## src/signed_int_to_decimal_digits_assert.svh

```systemverilog
// assertion macros for the signed integer to decimal digits block
// expects i_clk and i_rst_n in the scope of every use
`ifndef SIGNED_INT_TO_DECIMAL_DIGITS_ASSERT_SVH
`define SIGNED_INT_TO_DECIMAL_DIGITS_ASSERT_SVH

`ifndef ASSERT_OFF
// property checked on every clock edge outside reset
`define SITDD_ASSERT(label, prop) \
    label: assert property (@(posedge i_clk) disable iff (!i_rst_n) (prop)) \
        else $error("sitdd assertion failed");
// condition that must never be seen outside reset
`define SITDD_ASSERT_NEVER(label, expr) \
    label: assert property (@(posedge i_clk) disable iff (!i_rst_n) !(expr)) \
        else $error("sitdd forbidden condition seen");
`else
`define SITDD_ASSERT(label, prop)
`define SITDD_ASSERT_NEVER(label, expr)
`endif

`endif

```

## src/sitdd_pkg.sv

```systemverilog
// shared constants and types for the signed integer to decimal digits block
// no dependencies
package sitdd_pkg;

    localparam int VALUE_WIDTH = 32;
    // decimal digits of 2**(VALUE_WIDTH-1): floor(n*log10(2))+1, log10(2) ~ 1233/4096
    localparam int NUM_DIGITS  = (((VALUE_WIDTH - 1) * 1233) >> 12) + 1;
    localparam int BCD_WIDTH   = NUM_DIGITS * 4;
    localparam int BIT_CNT_W   = $clog2(VALUE_WIDTH);
    localparam int DIG_CNT_W   = $clog2(NUM_DIGITS + 1);

    typedef enum logic [1:0] {
        S_IDLE,
        S_CONV,
        S_MINUS,
        S_OUT
    } t_state;

    typedef struct packed {
        logic load;
        logic dabble;
        logic shift_out;
        logic emit_minus;
        logic emit_digit;
        logic last;
    } t_ctrl_cmd;

    typedef struct packed {
        logic negative;
        logic top_zero;
    } t_ctrl_sts;

endpackage

```

## src/sitdd_datapath.sv

```systemverilog
// datapath: magnitude shift register, bcd double-dabble register, result registers
// depends on sitdd_pkg
module sitdd_datapath (
    input  logic                              i_clk,
    input  logic                              i_rst_n,
    input  logic [sitdd_pkg::VALUE_WIDTH-1:0] i_value,
    input  sitdd_pkg::t_ctrl_cmd              i_cmd,
    output sitdd_pkg::t_ctrl_sts              o_sts,
    output logic                              o_valid,
    output logic                              o_is_minus,
    output logic [3:0]                        o_digit,
    output logic                              o_last
);

    logic [sitdd_pkg::VALUE_WIDTH-1:0] r_mag;
    logic [sitdd_pkg::BCD_WIDTH-1:0]   r_bcd;
    logic [sitdd_pkg::BCD_WIDTH-1:0]   w_adj;
    logic [3:0]                        w_top;
    logic                              r_neg;
    logic                              r_valid;
    logic                              r_is_minus;
    logic [3:0]                        r_digit;
    logic                              r_last;

    // add 3 to every digit of 5 or more before the shift
    always_comb begin
        for (int d = 0; d < sitdd_pkg::NUM_DIGITS; d++) begin
            if (r_bcd[d*4 +: 4] >= 4'd5) begin
                w_adj[d*4 +: 4] = r_bcd[d*4 +: 4] + 4'd3;
            end else begin
                w_adj[d*4 +: 4] = r_bcd[d*4 +: 4];
            end
        end
    end

    assign w_top = r_bcd[sitdd_pkg::BCD_WIDTH-1 -: 4];

    always_ff @(posedge i_clk) begin
        if (i_cmd.load) begin
            r_neg <= i_value[sitdd_pkg::VALUE_WIDTH-1];
            r_mag <= i_value[sitdd_pkg::VALUE_WIDTH-1] ? (~i_value + 1'b1) : i_value;
            r_bcd <= '0;
        end else if (i_cmd.dabble) begin
            r_bcd <= {w_adj[sitdd_pkg::BCD_WIDTH-2:0], r_mag[sitdd_pkg::VALUE_WIDTH-1]};
            r_mag <= {r_mag[sitdd_pkg::VALUE_WIDTH-2:0], 1'b0};
        end else if (i_cmd.shift_out) begin
            r_bcd <= r_bcd << 4;
        end
    end

    always_ff @(posedge i_clk) begin
        if (!i_rst_n) begin
            r_valid <= 1'b0;
        end else begin
            r_valid <= i_cmd.emit_minus | i_cmd.emit_digit;
        end
    end

    always_ff @(posedge i_clk) begin
        r_is_minus <= i_cmd.emit_minus;
        r_digit    <= i_cmd.emit_minus ? 4'd0 : w_top;
        r_last     <= i_cmd.emit_digit & i_cmd.last;
    end

    assign o_sts.negative = r_neg;
    assign o_sts.top_zero = (w_top == 4'd0);
    assign o_valid        = r_valid;
    assign o_is_minus     = r_is_minus;
    assign o_digit        = r_digit;
    assign o_last         = r_last;

endmodule

```

## src/sitdd_ctrl.sv

```systemverilog
// controller: sequences load, double-dabble steps, minus token and digit readout
// depends on sitdd_pkg and the assertion macro header
`include "signed_int_to_decimal_digits_assert.svh"

module sitdd_ctrl (
    input  logic                 i_clk,
    input  logic                 i_rst_n,
    input  logic                 i_start,
    input  sitdd_pkg::t_ctrl_sts i_sts,
    output sitdd_pkg::t_ctrl_cmd o_cmd,
    output logic                 o_busy
);

    sitdd_pkg::t_state               r_state;
    sitdd_pkg::t_state               n_state;
    logic [sitdd_pkg::BIT_CNT_W-1:0] r_bit_cnt;
    logic [sitdd_pkg::BIT_CNT_W-1:0] n_bit_cnt;
    logic [sitdd_pkg::DIG_CNT_W-1:0] r_dig_cnt;
    logic [sitdd_pkg::DIG_CNT_W-1:0] n_dig_cnt;
    logic                            r_seen;
    logic                            n_seen;
    logic                            w_conv_done;
    logic                            w_skip;
    logic                            w_final;

    assign w_conv_done = (r_bit_cnt == sitdd_pkg::BIT_CNT_W'(sitdd_pkg::VALUE_WIDTH - 1));
    // leading zero that is not the ones digit
    assign w_skip  = i_sts.top_zero && !r_seen && (r_dig_cnt > sitdd_pkg::DIG_CNT_W'(1));
    assign w_final = (r_dig_cnt == sitdd_pkg::DIG_CNT_W'(1));

    // next state
    always_comb begin
        n_state = r_state;
        case (r_state)
            sitdd_pkg::S_IDLE: begin
                if (i_start) n_state = sitdd_pkg::S_CONV;
            end
            sitdd_pkg::S_CONV: begin
                if (w_conv_done) begin
                    n_state = i_sts.negative ? sitdd_pkg::S_MINUS : sitdd_pkg::S_OUT;
                end
            end
            sitdd_pkg::S_MINUS: begin
                n_state = sitdd_pkg::S_OUT;
            end
            sitdd_pkg::S_OUT: begin
                if (!w_skip && w_final) n_state = sitdd_pkg::S_IDLE;
            end
            default: begin
                n_state = sitdd_pkg::S_IDLE;
            end
        endcase
    end

    // commands
    always_comb begin
        o_cmd = '0;
        case (r_state)
            sitdd_pkg::S_IDLE: begin
                o_cmd.load = i_start;
            end
            sitdd_pkg::S_CONV: begin
                o_cmd.dabble = 1'b1;
            end
            sitdd_pkg::S_MINUS: begin
                o_cmd.emit_minus = 1'b1;
            end
            sitdd_pkg::S_OUT: begin
                o_cmd.shift_out  = 1'b1;
                o_cmd.emit_digit = !w_skip;
                o_cmd.last       = !w_skip && w_final;
            end
            default: begin
                o_cmd = '0;
            end
        endcase
    end

    // counters
    always_comb begin
        n_bit_cnt = r_bit_cnt;
        n_dig_cnt = r_dig_cnt;
        n_seen    = r_seen;
        if (o_cmd.load) begin
            n_bit_cnt = '0;
            n_seen    = 1'b0;
        end
        if (o_cmd.dabble) begin
            n_bit_cnt = r_bit_cnt + 1'b1;
            n_dig_cnt = sitdd_pkg::DIG_CNT_W'(sitdd_pkg::NUM_DIGITS);
        end
        if (o_cmd.shift_out) begin
            n_dig_cnt = r_dig_cnt - 1'b1;
        end
        if (o_cmd.emit_digit) begin
            n_seen = 1'b1;
        end
    end

    always_ff @(posedge i_clk) begin
        if (!i_rst_n) begin
            r_state   <= sitdd_pkg::S_IDLE;
            r_bit_cnt <= '0;
            r_dig_cnt <= '0;
            r_seen    <= 1'b0;
        end else begin
            r_state   <= n_state;
            r_bit_cnt <= n_bit_cnt;
            r_dig_cnt <= n_dig_cnt;
            r_seen    <= n_seen;
        end
    end

    assign o_busy = (r_state != sitdd_pkg::S_IDLE);

    `SITDD_ASSERT(a_conv_ends, (r_state == sitdd_pkg::S_CONV && w_conv_done) |=> (r_state != sitdd_pkg::S_CONV))
    `SITDD_ASSERT(a_minus_then_out, (r_state == sitdd_pkg::S_MINUS) |=> (r_state == sitdd_pkg::S_OUT))
    `SITDD_ASSERT_NEVER(a_out_underflow, r_state == sitdd_pkg::S_OUT && r_dig_cnt == '0)

endmodule

```

## src/signed_int_to_decimal_digits.sv

```systemverilog
// signed 32-bit integer to decimal digit run, a new value taken only while idle:
// VALUE_WIDTH serial double-dabble steps, a minus token for a negative value, then
// each bcd digit position scanned from the top (leading zeros dropped silently)
// first digit follows the dabble steps and any minus token; each dropped zero holds it back
// results are one-cycle strobes that cannot be stalled; the last one leaves with busy low
// synchronous active-low reset: controller idle, no strobe, payload registers not cleared
`include "signed_int_to_decimal_digits_assert.svh"

module signed_int_to_decimal_digits (
    input  logic                              i_clk,
    input  logic                              i_rst_n,
    input  logic                              start,
    input  logic [sitdd_pkg::VALUE_WIDTH-1:0] i_value,
    output logic                              busy,
    output logic                              o_valid,
    output logic                              o_is_minus,
    output logic [3:0]                        o_digit,
    output logic                              o_last
);

    // command and status between controller and datapath
    sitdd_pkg::t_ctrl_cmd w_cmd;
    sitdd_pkg::t_ctrl_sts w_sts;

    // controller: load on start while idle, dabble, minus, digit readout
    sitdd_ctrl u_ctrl (
        .i_clk   (i_clk),
        .i_rst_n (i_rst_n),
        .i_start (start),
        .i_sts   (w_sts),
        .o_cmd   (w_cmd),
        .o_busy  (busy)
    );

    // datapath: magnitude, bcd register and registered result item
    sitdd_datapath u_dp (
        .i_clk      (i_clk),
        .i_rst_n    (i_rst_n),
        .i_value    (i_value),
        .i_cmd      (w_cmd),
        .o_sts      (w_sts),
        .o_valid    (o_valid),
        .o_is_minus (o_is_minus),
        .o_digit    (o_digit),
        .o_last     (o_last)
    );

    // the minus token never closes a run and carries digit zero
    `SITDD_ASSERT_NEVER(a_minus_not_last, o_valid && o_is_minus && o_last)
    `SITDD_ASSERT(a_minus_digit_zero, (o_valid && o_is_minus) |-> (o_digit == 4'd0))
    // every digit out of the dabble register is decimal
    `SITDD_ASSERT(a_digit_decimal, o_valid |-> (o_digit <= 4'd9))

endmodule
```

## config.mk

```make
export PLATFORM = sky130hd
export DESIGN_NAME = signed_int_to_decimal_digits
export DESIGN_NICKNAME = d
export VERILOG_FILES = /design/src/sitdd_pkg.sv /design/src/sitdd_datapath.sv /design/src/sitdd_ctrl.sv /design/src/signed_int_to_decimal_digits.sv
export VERILOG_INCLUDE_DIRS = /design/src /design/src/src
export SDC_FILE = /design/constraint.sdc
export NUM_CORES = 1
export LEC_CHECK = 0
export BUFFER_PORTS_ARGS = -buffer_cell sky130_fd_sc_hd__buf_2
export CAP_MARGIN = 20
export CORE_ASPECT_RATIO = 1.4
export CORE_MARGIN = 8
export CORE_UTILIZATION = 55
export DETAILED_ROUTE_END_ITERATION = 10
export PLACE_DENSITY = 0.84
export SLEW_MARGIN = 5
export SYNTH_ARGS = -nofsm -noshare
export SYNTH_HDL_FRONTEND = slang
export SYNTH_SLANG_ARGS = --single-unit
```

## constraint.sdc

```tcl
create_clock -name i_clk -period 2.5 [get_ports i_clk]
set_clock_uncertainty 0.2 [all_clocks]
set_input_delay 0.125 -clock i_clk [delete_from_list [all_inputs] [get_ports i_clk]]
set_output_delay 0.125 -clock i_clk [all_outputs]
set_load 0.005 [all_outputs]
```

; ---- Word level (Yosys, flattened, before mapping)
; Index checks and enable logic that the tools add are counted.
[word_totals]
in_bits = 35
ff_bits = 92
out_inout_bits = 8
[op_classes]
n_reduce_logical = 12
addsub = 13
n_lt_le_gt_ge = 11
eq_ne = 8
muxes = 31
bitwise_logic = 3
[ops]
columns = op, count
row1 = 32-bit 2-to-1 mux, 3
row2 = 40-bit 2-to-1 mux, 2
row3 = 4-bit 2-to-1 mux, 11
row4 = "4-bit by 3-bit greater-or-equal comparator with 1-bit output, second input constant", 10
row5 = "4-bit by 2-bit adder with 4-bit output, second input constant", 9
row6 = "32-bit by 1-bit adder with 32-bit output, second input constant", 1
row7 = 32-bit NOT, 1
row8 = 5-bit 2-to-1 mux, 2
row9 = 2-bit 2-to-1 mux, 4
row10 = 2-bit case mux with 4 select lines, 1
row11 = 2-bit nonzero test, 4
row12 = 1-bit 2-to-1 mux, 7
row13 = "5-bit by 1-bit adder with 5-bit output, second input constant", 1
row14 = "5-bit equality test, second input constant", 1
row15 = "2-bit equality test, second input constant", 2
row16 = "4-bit by 1-bit equality test with 1-bit output, second input constant", 1
row17 = "4-bit by 1-bit greater-than comparator with 1-bit output, second input constant", 1
row18 = 4-bit zero test, 1
row19 = "2-bit by 1-bit != test with 1-bit output, second input constant", 2
row20 = "4-bit by 1-bit subtractor with 4-bit output, second input constant", 1
row21 = "3-bit by 2-bit adder with 3-bit output, second input constant", 1
row22 = 1-bit logical AND, 3
row23 = 3-bit 2-to-1 mux, 1
row24 = 3-bit AND reduction, 1
row25 = 6 further kinds, 7

; ---- Longest topological paths before layout
; Gate-level depths: netlist of the first run.
[depth]
ltp_word = 7
ltp_mapped = 8
ltp_nobuf = 7

; ---- Hierarchy
; Synthesis of the first run repeated with hierarchy kept, for this count alone.
[hier_totals]
cells_unflattened = 616
area_unflattened_um2 = 5487.8
[by_module_without_submodules]
columns = module, area_each_um2, n_inst, seq_area_each_um2, cells_each
row1 = sitdd_datapath, 4767.1, 1, 1931.9, 528
row2 = sitdd_ctrl, 720.7, 1, 240.2, 88

; ---- Worst setup path before layout of the first run
; OpenSTA, ideal clock, no wires.
[synth_path]
kind = register -> register
startpoint = reg u_ctrl.r_state[1]
endpoint = reg u_dp.r_mag[0] (netlist bit), enable pin
arrival_ns = 1.818
setup_slack_ns = 0.095
synth_period_minus_slack_ns = 2.405
path_stages_with_launch = 7
cell_sequence = dfxtp_1 inv_1 ha_1 clkbuf_1 clkbuf_1 nor2_1 inv_1
[synth_between]
elab_chain_cells = 3
word_cells_on_any_way = 5
cone_classes = eq/ne (1) / mux (2) / reduce/logical (2)
[synth_lines]
columns = item, line
row1 = start: declaration, sitdd_ctrl.sv:14  ; sitdd_pkg::t_state r_state;
row2 = start signal: assignment, sitdd_ctrl.sv:102  ; r_state <= sitdd_pkg::S_IDLE;
row3 = start signal: assignment, sitdd_ctrl.sv:107  ; r_state <= n_state;
row4 = 2-bit by 1-bit equality test with 1-bit output or 2-bit zero test (tied branches), sitdd_ctrl.sv:58  ; case (r_state)
row5 = 1-bit 2-to-1 mux, sitdd_ctrl.sv:58
row6 = 2-bit nonzero test (no line) *, -
row7 = end signal: assignment, sitdd_datapath.sv:41  ; r_mag <= i_value[sitdd_pkg::VALUE_WIDTH-1] ? (~i_value + 1'b1) : i_value;
row8 = end signal: assignment, sitdd_datapath.sv:45  ; r_mag <= {r_mag[sitdd_pkg::VALUE_WIDTH-2:0], 1'b0};
row9 = end: declaration, sitdd_datapath.sv:15  ; logic [sitdd_pkg::VALUE_WIDTH-1:0] r_mag;
; Mark *: on every way between the ends. The rest lies on a longest branch, timed or not.
; A chain may end at the register's enable or synchronous reset.

; ---- Worst setup path after layout of the first run
[layout_path]
startpoint = in i_value[27] (netlist bit)
endpoint = reg u_dp.r_mag[30] (netlist bit) (data pin)
[layout_between]
elab_chain_cells = 4
[layout_lines]
columns = item, line
row1 = start: declaration, signed_int_to_decimal_digits.sv:13  ; input logic [sitdd_pkg::VALUE_WIDTH-1:0] i_value,
row2 = 32-bit NOT, sitdd_datapath.sv:41
row3 = 32-bit by 1-bit adder with 32-bit output, sitdd_datapath.sv:41
row4 = 32-bit 2-to-1 mux, sitdd_datapath.sv:41
row5 = 32-bit 2-to-1 mux, sitdd_datapath.sv:39  ; if (i_cmd.load) begin
; No other way between the ends.

==> metrics.yaml, run 1 <==
outcome: "completed"
setup_viol: 0
insertion_delay_ns: 0.34
vias: 4578
firstDrtPassIters: 5
synth-seq-cells: 92
cap_violations: 0
diodes: 0
rows: 42
h-tree-depth: 3
antenna_found_initial: 1
grt.total_usage_pct: 18.3
netlist_area_um2: 5350
fin_cells: 761
cts.clk_slew.worst_paths_ns: 0.06
die_w_um: 99.3
p_sw_mw: 2.44
postRouteAntennaNets: 0
area_growth_pct: 12.3
io_buffers: 42
max-slew-margin-rel_pct: 47.8
grt.overflow.total: 0
hp-class: "input pin to register"
syn-mean-instance-area_um2: 8.75
cp_data_arrival_time_ns: 2.32
crit_type: "input pin to register"
synth_edf_count: 33
synth_ff_type: "dfxtp_1"
drive_gt1_share_pct: 11.5
gp_congestion: 0.859
path_max_fanout: 3
coreArea_um2: 9460
cts.sinks: 92
seqPwrFrac_pct: 41.2
rsz0062_at_grt: "true"
vdd.ir_drop.worst_mv: 0.544
max_freq_mhz: 409
cts_buffers: 9
drv_slew: 0
hpwl_mm: 8.16
placedCellCount: 738
tightest_slew_ns: 0.780
grt_pass1_wl_mm: 20.1
ys_seq_area_share_pct: 40.6
io_pins: 43
grt_pass1_vias: 4593
pwr_density_cell_nw_per_um2: 1060
cts_tree: "yes"
synth.area.top_cells: "dfxtp_1, edfxtp_1, a211oi_1"
netlist_instances: 611
wl_per_cell_um: 15.4
cp.required_ns: 2.37
synth_top_area_share_pct: 22.1
final_common_cell: "dfxtp_1"
holdWs_ns: 0.00698
fin_crit_sh_pct: 97.9
crit_path_end_kind: "register"
synth_fp_nets: 677
p_clk_share_pct: 19.0
drt-initial-drc-count: 244
fin_crit_ns: 2.45
via_per_inst: 6.02
hold_viol_final: 0
yosys.area.top_type: "dfxtp_1"
p_sw_share_pct: 38.3
async_flop_share_pct: 0
die_y_um: 133
grt_max_degree: 67
cts_buffer_depth: 2
comb_power_share_pct: 39.8
p_leak_nw: 2.29
ys.warnings.count: 0
drc: 0
ys_types: 44
nets: 713
internal-power_mw: 3.92
startpoint_type: "input pin"
final_cell_mix: "dfxtp_1, o21ai_0, a211oi_1"
dieArea_um2: 13200
cts_root_buffer: "clkbuf_16"
routed_wl_mm: 11.7
start_util_pct: 56.5
kinds of logic (layout without fill, tap and decap cells):
group                    count (synthesis)  in the layout  synth area share (%)
flip-flops                              92             92                  40.6
AND/OR/NAND/NOR                        181            181                  16.7
adder cells (fa/ha/maj)                 31             31                  7.25
multiplexers                             4              4                 0.749
buffers and inverters                   68            108                  4.80
AO/OA/AOI/OAI                          196            196                  23.5
XOR/XNOR                                39             39                  6.39
layout make-up:
class                      instances  area (um2)
timing repair buffer              61         385
clock inverter                     3        15.0
clock buffer                      12         240
fill                             755        3460
tap                              110         138
multi-input combinational        451        2930
sequential                        92        2170
inverter                          32         120
registers in the layout (all words and copies together) (netlist names):
signal / cells
u_dp.r_bcd: 40
u_dp.r_mag: 32
u_ctrl.r_bit_cnt: 5
u_ctrl.r_dig_cnt: 4
u_dp.o_digit: 4
u_ctrl.r_state: 2
u_ctrl.r_seen: 1
u_dp.o_is_minus: 1
u_dp.o_last: 1
u_dp.o_valid: 1
u_dp.r_neg: 1
worst max-delay path, stage by stage:
cell and delay, ns:
dlygate4sd3_1 0.54, buf_2 0.13, or4_1 0.55, or4_1 0.44, o31ai_1 0.28, xor2_1 0.17, o21ai_0 0.08
synth_stat cells, types with 3 or more instances:
cell       n
dfxtp_1   59
nand3b_1   3
inv_1     31
nor3_1    17
nand3_1    4
nor2b_1   14
a21oi_1   47
xnor2_1   11
nor4_1     6
o21ai_0   57
xor2_1    28
buf_1      3
and3_1     4
or4_1      5
or3_1      3
nand2b_1  11
nand2_1   48
nor2_1    50
clkbuf_1  32
o31ai_1   15
a32oi_1    9
mux2i_1    4
edfxtp_1  33
nor3b_1   10
ha_1      31
a211oi_1  55
final timing paths:
path | from | endpoint | slack, ns | cells past startpoint
max reg2reg | u_ctrl.r_state[1]$_SDFFE_PN0P_ | u_ctrl.r_dig_cnt[2]$_SDFFE_PN0P_ | 0.42 | 5
max | i_value[27] | u_dp.r_mag[30]$_DFFE_PP_ | 0.05 | 7
min reg2reg | u_dp.r_mag[31]$_DFFE_PP_ | u_dp.r_bcd[0]$_SDFFE_PP0P_ | 0.30 | 2
min | i_value[20] | u_dp.r_mag[20]$_DFFE_PP_ | 0.007 | 3
repair_timing:
action                                  4_1_cts  5_1_grt
hold buffers                                  8        0
endpoints found under the setup margin        0        7
gates resized for setup                       0        2
endpoints found under the hold margin         9        0
setup buffers                                 0        0
power groups by stage:
stage | logic [mW] | registers, mW | clock network (mW)
floorplan | 1.93 | 2.54 | 0
global placement | 2.36 | 2.60 | 0
detailed placement | 2.51 | 2.63 | 0
CTS | 2.54 | 2.61 | 1.23
global route | 2.87 | 2.69 | 1.29
finish | 2.53 | 2.62 | 1.21
layer usage:
| metal | GRT usage (%) | share of wire, % |
|---|---|---|
| met3 | 4.41 | 4.2 |
| met2 | 31.9 | 51 |
| met5 | 0 | 0.085 |
| met1 | 19.7 | 41 |
| met4 | 9.54 | 3.1 |
per-stage QoR:
stage	utilization, %	TNS, ns	power, mW	worst slack (ns)	cell area [um2]
CTS	63.4	0	6.38	0.0581	5990
global route	63.5	-0.0279	6.85	-0.0279	6000
global placement	59.8	0	4.97	0.0478	5660
finish	63.5	0	6.36	0.0522	6000
detailed placement	59.8	0	5.15	0.00675	5660
floorplan	-	0	4.47	0.0948	5350
Power figures use the tool's default switching activity.
==> run 2, diff against run 1 <==
--- a/config.mk
+++ b/config.mk
@@ -12,7 +12,7 @@
 export CORE_MARGIN = 8
 export CORE_UTILIZATION = 55
 export DETAILED_ROUTE_END_ITERATION = 10
-export PLACE_DENSITY = 0.84
+export PLACE_DENSITY = 0.81
 export SLEW_MARGIN = 5
 export SYNTH_ARGS = -nofsm -noshare
 export SYNTH_HDL_FRONTEND = slang
==> constraint.sdc (replaced) <==
create_clock -name i_clk -period 2.7 [get_ports i_clk]
set_clock_uncertainty 0.2 [all_clocks]
set_input_delay 0.135 -clock i_clk [delete_from_list [all_inputs] [get_ports i_clk]]
set_output_delay 0.135 -clock i_clk [all_outputs]
set_load 0.005 [all_outputs]
==> run 2 against run 1 <==
  * Power down 4.6%
  * Critical path depth unchanged
  * Sequential share of layout area shrank 0.13 points
  * Via count up 0.22%
  * Cell count stayed put
  * Critical path type unchanged
  * Highest routed layer is now met4
==> metrics.yaml, run 2 (same netlist as run 1, synthesis figures left out) <==
seqPwrFrac_pct: 39.8
area_growth_pct: 12.7
grt.total_usage_pct: 17.9
coreArea_um2: 9460
comb_power_share_pct: 38.6
rows: 42
critPathMostFrequentCell: "or4_1"
via_per_inst: 6.03
nFillCells: 802
io_buffers: 42
cap_violations: 0
p_sw_mw: 2.25
internal-power_mw: 3.82
drv_slew: 0
regMostFlops: "u_dp.r_bcd"
cts.clk_slew.worst_paths_ns: 0.06
outcome: "completed"
pre_cts_ws_ns: 0.191
cts_buffers: 9
firstDrtPassIters: 5
cts_root_buffer: "clkbuf_16"
cp_data_arrival_time_ns: 2.32
p_clk_share_pct: 21.6
gp_congestion: 0.816
hpwl_mm: 8.20
crit_path_end_kind: "register"
placed_cell_area_um2: 5650
drc: 0
multiInputGateArea_um2: 2930
setup_viol: 0
ctsResizeCount: 0
routed_wl_mm: 11.5
critPathBufInv: 2
tightest_slew_ns: 0.568
rsz0062_at_grt: "false"
fin_ws_ns: 0.243
largest_reg_flops: 40
slowest_delay_ns: 0.54
drive_gt1_share_pct: 11.5
start_util_pct: 56.5
diodes: 0
grt.overflow.total: 0
postRouteAntennaNets: 0
h-tree-depth: 3
path_cells: "dlygate4sd3_1 -> buf_2 -> or4_1 -> or4_1 -> o31ai_1 -> xor2_1 -> o21ai_0"
die_y_um: 133
fin_crit_sh_pct: 91.0
wl_per_cell_um: 15.1
nets: 712
io_pins: 43
die_w_um: 99.3
vdd.ir_drop.worst_mv: 0.425
antenna_found_initial: 0
hp-class: "input pin to register"
p_sw_share_pct: 37.0
grt_pass1_vias: 4663
vias: 4588
crit_family: "simple AND/OR/NAND/NOR gates"
hold_viol_final: 0
final_common_cell: "dfxtp_1"
final_cell_area_um2: 6020
grt_pass1_wl_mm: 19.9
cts_buffer_depth: 2
grt_max_degree: 67
max-slew-margin-rel_pct: 61.8
slowest_stage: "or4_1"
startpoint_type: "input pin"
final_cell_mix: "dfxtp_1, o21ai_0, a211oi_1"
cts.sinks: 92
crit_type: "input pin to register"
cp.required_ns: 2.57
fin_util_pct: 63.7
tns_ns: 0
path_max_fanout: 3
reg_top3: "u_dp.r_bcd x40, u_dp.r_mag x32, u_ctrl.r_bit_cnt x5"
register_area_um2: 2170
drt-initial-drc-count: 195
cts_tree: "yes"
dieArea_um2: 13200
fin_crit_ns: 2.46
max_freq_mhz: 407
p_leak_nw: 2.30
insertion_delay_ns: 0.34
pwr_density_cell_nw_per_um2: 1010
## run 2: power by group through the flow
stage / Sequential [mW] / Combinational, mW / Clock [mW]
floorplan: 2.35 / 1.79 / 0
global placement: 2.41 / 2.21 / 0
detailed placement: 2.44 / 2.34 / 0
CTS: 2.41 / 2.36 / 1.33
global route: 2.48 / 2.67 / 1.38
finish: 2.41 / 2.34 / 1.31
## run 2: repair_timing
| item | CTS | global route |
|---|---|---|
| buffers inserted | 0 | 1 |
| hold buffers | 6 | 0 |
| hold endpoints to repair | 6 | 0 |
| setup endpoints to repair | 0 | 1 |
## run 2: through the flow
stage,hold slack (ns),power [mW],instances
finish,0.0137,6.06,761
global route,0.0337,6.53,761
floorplan,0.0339,4.14,611
CTS,0.000779,6.10,760
detailed placement,0.222,4.77,738
global placement,0.216,4.62,738
## run 2: worst paths after layout
kind                                          from                               end  slack (ns)  cells past startpoint
setup reg to reg    u_ctrl.r_state[0]$_SDFFE_PN0P_          u_dp.r_mag[21]$_DFFE_PP_        0.69                      5
hold reg to reg   u_ctrl.r_bit_cnt[3]$_SDFFE_PN0P_  u_ctrl.r_bit_cnt[3]$_SDFFE_PN0P_        0.30                      1
setup / recovery                       i_value[27]          u_dp.r_mag[30]$_DFFE_PP_        0.24                      7
hold / removal                         i_value[14]          u_dp.r_mag[14]$_DFFE_PP_        0.01                      3
## run 2: layer usage
metal	global-route usage (%)	vias up	part of all wire, %	wire length, um
met5	0	-	0	0
met4	8.45	0	1.3	150
met3	2.36	13	2.8	320
met2	33.4	90	54	6180
met1	19.2	2197	42	4820
li1	-	2288	-	-
## run 2: worst register-to-register path: stages, from the launching register on
cell	delay, ns
dfxtp_1	0.41
inv_1	0.11
ha_1	0.24
nand2_2	0.08
buf_4	0.44
o21ai_0	0.24
## run 2: final cells by class
cell class,count,share of cell area [%]
inverter,32,1.99
multi-input combinational,451,48.6
clock inverter,5,1.27
clock buffer,11,3.86
tap,110,2.28
sequential,92,36.1
timing repair buffer,60,5.98
